===== src/rtl/lkvc_pkg.sv =====
// ----------------------------------------------------------------------------
// lkvc_pkg: shared types and constants for the LRU key-value cache
// Entry count, item structs, controller states and command codes.
// ----------------------------------------------------------------------------
package lkvc_pkg;

  localparam int ENTRIES = 8;
  localparam int IDX_W   = $clog2(ENTRIES);
  localparam int CNT_W   = IDX_W + 1;
  localparam int CAP_W   = 4;
  localparam logic [CAP_W-1:0] CAP_RESET = 4'd8;

  localparam logic CMD_GET = 1'b0;
  localparam logic CMD_PUT = 1'b1;

  typedef struct packed {
    logic               command;
    logic signed [31:0] key;
    logic signed [31:0] value;
  } in_item_t;

  typedef struct packed {
    logic               hit;
    logic signed [31:0] read_value;
  } out_item_t;

  typedef enum logic [1:0] {
    ST_IDLE,
    ST_EXEC,
    ST_OUT
  } state_t;

  // Controller to datapath
  typedef struct packed {
    logic load;    // capture the incoming item
    logic exec;    // look up, update the table, build the result
  } dp_cmd_t;

endpackage


===== src/rtl/lkvc_datapath.sv =====
// ----------------------------------------------------------------------------
// lkvc_datapath: entry table, key compare and recency ranks
// Holds the item register, the table and the result register.
// ----------------------------------------------------------------------------
module lkvc_datapath (
  input  logic                        clk,
  input  logic                        rst_n,
  input  lkvc_pkg::dp_cmd_t           cmd,
  input  lkvc_pkg::in_item_t          in_item,
  input  logic [lkvc_pkg::CAP_W-1:0]  capacity,
  output lkvc_pkg::out_item_t         out_item
);

  localparam int N  = lkvc_pkg::ENTRIES;
  localparam int IW = lkvc_pkg::IDX_W;
  localparam int CW = lkvc_pkg::CNT_W;

  lkvc_pkg::in_item_t  item_r;
  lkvc_pkg::out_item_t res_r;
  logic [N-1:0]        valid_r;
  logic [31:0]         key_r  [N];
  logic [31:0]         data_r [N];
  logic [IW-1:0]       rank_r [N];
  logic [CW-1:0]       count_r;

  logic [N-1:0]  match;
  logic          found;
  logic [IW-1:0] slot;
  logic [IW-1:0] lru;
  logic          any_valid;
  logic [IW-1:0] free_slot;
  logic          has_free;
  logic [CW-1:0] eff_cap;
  logic [IW-1:0] t_slot;
  logic [IW-1:0] t_rank;

  always_comb begin
    found = 1'b0;
    slot = '0;
    lru = '0;
    any_valid = 1'b0;
    has_free = 1'b0;
    free_slot = '0;
    for (int i = N - 1; i >= 0; i--) begin
      match[i] = valid_r[i] && (key_r[i] == item_r.key);
      if (match[i]) begin
        found = 1'b1;
        slot = IW'(i);
      end
      if (!valid_r[i]) begin
        has_free = 1'b1;
        free_slot = IW'(i);
      end
    end
    // Least recent: the one valid slot whose rank is count-1.
    for (int i = 0; i < N; i++) begin
      if (valid_r[i] && ({1'b0, rank_r[i]} == CW'(count_r - 1'b1))) begin
        lru = IW'(i);
        any_valid = 1'b1;
      end
    end
    if (capacity == '0) eff_cap = CW'(1);
    else if (32'(capacity) > N) eff_cap = CW'(N);
    else eff_cap = CW'(capacity);
    t_slot = found ? slot : lru;
    t_rank = rank_r[t_slot];
  end

  always_ff @(posedge clk) begin
    if (cmd.load) item_r <= in_item;
    if (!rst_n) begin
      valid_r <= '0;
      count_r <= '0;
      for (int i = 0; i < N; i++) rank_r[i] <= '0;
    end else if (cmd.exec) begin
      res_r.hit <= found;
      if (item_r.command == lkvc_pkg::CMD_GET)
        res_r.read_value <= found ? data_r[slot] : 32'hFFFF_FFFF;
      else
        res_r.read_value <= '0;
      if (found || (item_r.command == lkvc_pkg::CMD_PUT &&
                    count_r >= eff_cap && any_valid)) begin
        // Touch: age the more recent entries, promote the target.
        for (int i = 0; i < N; i++)
          if (valid_r[i] && IW'(i) != t_slot && rank_r[i] < t_rank)
            rank_r[i] <= rank_r[i] + 1'b1;
        rank_r[t_slot] <= '0;
        if (item_r.command == lkvc_pkg::CMD_PUT) begin
          data_r[t_slot] <= item_r.value;
          key_r[t_slot]  <= item_r.key;
        end
      end else if (item_r.command == lkvc_pkg::CMD_PUT &&
                   count_r < eff_cap && has_free) begin
        for (int i = 0; i < N; i++)
          if (valid_r[i]) rank_r[i] <= rank_r[i] + 1'b1;
        rank_r[free_slot]  <= '0;
        valid_r[free_slot] <= 1'b1;
        key_r[free_slot]   <= item_r.key;
        data_r[free_slot]  <= item_r.value;
        count_r <= count_r + 1'b1;
      end
    end
  end

  assign out_item = res_r;

endmodule


===== src/rtl/lkvc_ctrl.sv =====
// ----------------------------------------------------------------------------
// lkvc_ctrl: item sequencer
// Accepts an item, runs one table update, presents the result.
// ----------------------------------------------------------------------------
module lkvc_ctrl (
  input  logic                     clk,
  input  logic                     rst_n,
  input  logic                     in_valid,
  output logic                     in_stall,
  output logic                     out_valid,
  input  logic                     out_stall,
  output lkvc_pkg::dp_cmd_t        cmd
);

  lkvc_pkg::state_t state_r, state_nxt;

  always_ff @(posedge clk) begin
    if (!rst_n) state_r <= lkvc_pkg::ST_IDLE;
    else        state_r <= state_nxt;
  end

  always_comb begin
    state_nxt = state_r;
    case (state_r)
      lkvc_pkg::ST_IDLE: if (in_valid) state_nxt = lkvc_pkg::ST_EXEC;
      lkvc_pkg::ST_EXEC: state_nxt = lkvc_pkg::ST_OUT;
      lkvc_pkg::ST_OUT:  if (!out_stall) state_nxt = lkvc_pkg::ST_IDLE;
      default:           state_nxt = lkvc_pkg::ST_IDLE;
    endcase
  end

  always_comb begin
    in_stall  = 1'b1;
    out_valid = 1'b0;
    cmd       = '0;
    case (state_r)
      lkvc_pkg::ST_IDLE: begin
        in_stall = 1'b0;
        cmd.load = in_valid;
      end
      lkvc_pkg::ST_EXEC: cmd.exec = 1'b1;
      lkvc_pkg::ST_OUT:  out_valid = 1'b1;
      default: ;
    endcase
  end

endmodule


===== src/rtl/lru_key_value_cache.sv =====
// ----------------------------------------------------------------------------
// lru_key_value_cache: fully associative key-value cache with LRU replacement
// Eight entries, parallel key compare, capacity register.
// ----------------------------------------------------------------------------
// channel | handshake             | payload
// in_     | in_valid / in_stall   | in_item  (command, key, value)
// out_    | out_valid / out_stall | out_item (hit, read_value)
// cfg_    | cfg_valid / cfg_ready | cfg_data (capacity)
//
// Each item goes through capture, table update and result in turn. The result
// register holds until the out transfer; no new item enters meanwhile.
// Reset (synchronous, rst_n low) empties the table and sets capacity to 8.
// Capacity writes are always ready.
// ----------------------------------------------------------------------------
module lru_key_value_cache (
  input  logic                       clk,
  input  logic                       rst_n,
  input  logic                       in_valid,
  output logic                       in_stall,
  input  lkvc_pkg::in_item_t         in_item,
  output logic                       out_valid,
  input  logic                       out_stall,
  output lkvc_pkg::out_item_t        out_item,
  input  logic                       cfg_valid,
  output logic                       cfg_ready,
  input  logic [lkvc_pkg::CAP_W-1:0] cfg_data
);

  logic [lkvc_pkg::CAP_W-1:0] capacity_r;
  lkvc_pkg::dp_cmd_t          cmd;

  assign cfg_ready = 1'b1;

  // Hold the capacity register; update on every cfg transfer.
  always_ff @(posedge clk) begin
    if (!rst_n) capacity_r <= lkvc_pkg::CAP_RESET;
    else if (cfg_valid) capacity_r <= cfg_data;
  end

  lkvc_ctrl u_ctrl (
    .clk, .rst_n, .in_valid, .in_stall, .out_valid, .out_stall, .cmd
  );

  lkvc_datapath u_dp (
    .clk, .rst_n, .cmd, .in_item, .capacity(capacity_r), .out_item
  );

endmodule


===== config.mk =====
export PLATFORM = sky130hd
export DESIGN_NAME = lru_key_value_cache
export DESIGN_NICKNAME = d
export VERILOG_FILES = /design/src/rtl/lkvc_pkg.sv /design/src/rtl/lkvc_datapath.sv /design/src/rtl/lkvc_ctrl.sv /design/src/rtl/lru_key_value_cache.sv
export SDC_FILE = /design/constraint.sdc
export NUM_CORES = 1
export LEC_CHECK = 0
export ABC_AREA = 0
export BUFFER_PORTS_ARGS = -buffer_cell sky130_fd_sc_hd__buf_2
export CORE_MARGIN = 2
export CORE_UTILIZATION = 60
export DETAILED_ROUTE_END_ITERATION = 8
export MAX_ROUTING_LAYER = met4
export PLACE_DENSITY = 0.79
export RECOVER_POWER = 100
export SLEW_MARGIN = 40
export SYNTH_ARGS = -nofsm -noshare
export SYNTH_HDL_FRONTEND = slang
export SYNTH_HIERARCHICAL = 1
export SYNTH_SLANG_ARGS = --single-unit

===== constraint.sdc =====
create_clock -name clk -period 17.7 [get_ports clk]
set_input_delay 2.655 -clock clk [delete_from_list [all_inputs] [get_ports clk]]
set_output_delay 2.655 -clock clk [all_outputs]
set_load 0.03 [all_outputs]

==> qor.yml <==
yosys:
  synth_fp_nets: 2051
  synth_cell_type_count: 87
  avgSynthCellArea_um2: 14.5
  ys_async_sr_fraction_pct: 0
  synthesis.area_um2: 28300
  ys_warn_count: 6
  ys_seq_elements: 652
  synthFlopType: "edfxtp_1"
  synth_cells: 1955
  synth_edf_count: 610
  seq_area_frac_synth_pct: 67.6
routing:
  num_vias: 17200
  ant_nets: 0
  met3_length_um: 6110
  drt_iter0_markers: 1885
  met2_length_um: 32600
  drc: 0
  wl_um: 70600
  met1Wirelength_um: 29500
  routedWlPerCell_um: 25.9
  dr.pass1.iters: 5
  via_per_inst: 6.31
  top_layer: "met4"
clock_network:
  cts.htree.levels: 3
  clk_path_buf_depth: 3
  postCtsHoldBufs: 0
  cts_tree: "built"
  clk_latency_ns: 0.61
  numCtsBuffers: 66
  cts_root_buf: "clkbuf_16"
  clk_pin_slew_ns: 0.06
  cts_sinks: 652
  cts_setup_buffers: 0
  ctsResizeCount: 0
global_route:
  grt_max_degree: 129
  grt_use_total_pct: 29.8
  grt_overflow: 0
  grt_pass1_wl_um: 106000
  antenna_found_initial: 0
  grt_pass1_vias: 16900
floorplan:
  rows: 79
  die_h_um: 221
  fp.dieW_um: 221
  coreArea_um2: 46600
  die_area_um2: 49000
  io_pins: 110
  initial_core_util_pct: 60.9
pwr:
  ir_worst_vdd_mv: 0.114
  p_total_mw: 3.24
  p_per_area_nw_per_um2: 103
  power.leakage_nw: 10.9
setup_path:
  reg2reg_setup_slack_ns: 7.12
  path_max_fanout: 44
  cp.arrival_ns: 10.74
  critPathKind: "reg -> reg"
  endpoint_kind: "flop"
  crit_required_ns: 17.86
  cp-start-kind: "flop"
place:
  io_buffers: 108
  dp_slack_ns: 11.84
  place_congestion: 0.951
  dp_hpwl_um: 45400
  post_dp_cell_area_um2: 29600
cells_and_area:
  drive_gt1_share_pct: 11.8
  final_common_cell: "edfxtp_1"
  n_fill_cell: 3215
  n_antenna_cell: 0
  mostFrequentLayoutCells: "edfxtp_1 (610), xor2_1 (210), nor2_1 (146)"
  final_net_count: 2167
  final_area_um2: 31400
  area_growth_pct: 10.8
sta:
  slew_viol_final: 670
  fin_crit_sh_pct: 59.8
  hold_viol_final: 0
  max_freq_mhz: 94.5
  finalSetupViolCount: 0
  slew_headroom_pct: -207
  rsz0062_at_grt: "false"
  worstMarginPinSlew_ns: 4.61
  finalClockSkew_ns: 0.0233
  timing.final.ws_setup_ns: 7.12
  fin_hold_ws_ns: 0.520
  setup-tns-final_ns: 0
  final.min_clock_period_ns: 10.58
worst_hold_path:
  hold_path.class: "reg -> reg"
status:
  violations: "capacitance limit, slew limit"
  status: "finished with violations"
flow_run:
  drv.max_cap_violation_count: 19
==> routing by layer <==
metal  GRT usage (%)  up-vias
met5               -        -
met4            10.3        0
met3            5.14      156
met2            44.5      817
met1            41.9     8575
li1                -     7657
==> cell usage after synthesis (all sizes together) (23+ instances only) <==
library cell | count | area [µm²]
xor2 | 210 | 1840
o21ai | 23 | 119
inv | 25 | 93.8
mux2 | 70 | 796
nand2 | 64 | 240
xnor2 | 69 | 604
edfxtp | 610 | 18300
o22ai | 35 | 219
nand3 | 30 | 150
clkbuf | 44 | 166
buf | 56 | 358
dfxtp | 42 | 841
nand4 | 45 | 282
nor2 | 147 | 552
mux2i | 78 | 781
nor4 | 90 | 563
a21oi | 87 | 443
==> layout make-up <==
class | instances | area, µm² | share of cell area, %
clock buffers | 85 | 1740 | 5.56
clock inverters | 30 | 354 | 1.13
inverters | 25 | 93.8 | 0.299
multi-input cells | 1178 | 8580 | 27.3
flip-flops and latches | 652 | 19200 | 61.0
well taps | 607 | 759 | 2.42
repair buffers | 148 | 698 | 2.22
==> per-stage QoR <==
stage | cells | util [%]
global route | 2725 | 67.4
floorplan | 1955 | -
CTS | 2720 | 68.1
global placement | 2593 | 63.0
detailed placement | 2605 | 63.6
finish | 2725 | 67.4
==> worst max-delay path, stage by stage, from the launching register on <==
cell and delay, ns:
edfxtp_1 0.32, clkbuf_1 1.16, xor2_1 0.27, nor4_1 0.10
nand4b_1 0.25, or3_1 0.24, and4_1 1.78, nand2_1 0.44
a21oi_1 0.24, clkbuf_1 0.59, a21oi_1 0.36, nor4_1 0.66
and2_4 0.25, clkbuf_1 1.63, clkbuf_1 1.77
==> power by group <==
group / internal [mW] / switching (mW)
logic: 0.0379 / 0.0833
clock network: 0.813 / 0.558
registers: 1.71 / 0.0363
==> path summary, 6_finish.rpt <==
check | from | end | depth (start not counted)
setup / recovery | u_dp/item_r[38]$_DFFE_PP_ | u_dp/data_r[3][23]$_DFFE_PP_ | 14
hold / removal | capacity_r[3]$_SDFFE_PN1P_ | capacity_r[3]$_SDFFE_PN1P_ | 2
setup reg to reg | u_dp/item_r[38]$_DFFE_PP_ | u_dp/data_r[3][23]$_DFFE_PP_ | 14
hold reg to reg | capacity_r[3]$_SDFFE_PN1P_ | capacity_r[3]$_SDFFE_PN1P_ | 2
==> flip-flops by register name (all words and copies together), names as in the netlist <==
| register | count |
|---|---|
| u_dp/data_r | 256 |
| capacity_r | 4 |
| u_dp/out_item | 33 |
| u_dp/key_r | 256 |
| u_dp/valid_r | 8 |
| u_dp/item_r | 65 |
| u_dp/rank_r | 24 |
| u_ctrl/state_r | 2 |
| u_dp/count_r | 4 |
==> kinds of logic (layout without fill, tap and decap cells) <==
group,after synthesis,count (layout),share of synthesized area [%]
buffers and inverters,125,288,2.18
AOI/OAI and AO/OA,234,234,5.37
other,1,1,0.0132
muxes,148,148,5.56
xor gates and xnor gates,285,285,9.10
adders and majority gates,23,23,1.01
DFF,652,652,67.6
and+or+nand+nor,487,487,9.13
Note: power is estimated with default switching activity, not from simulation.
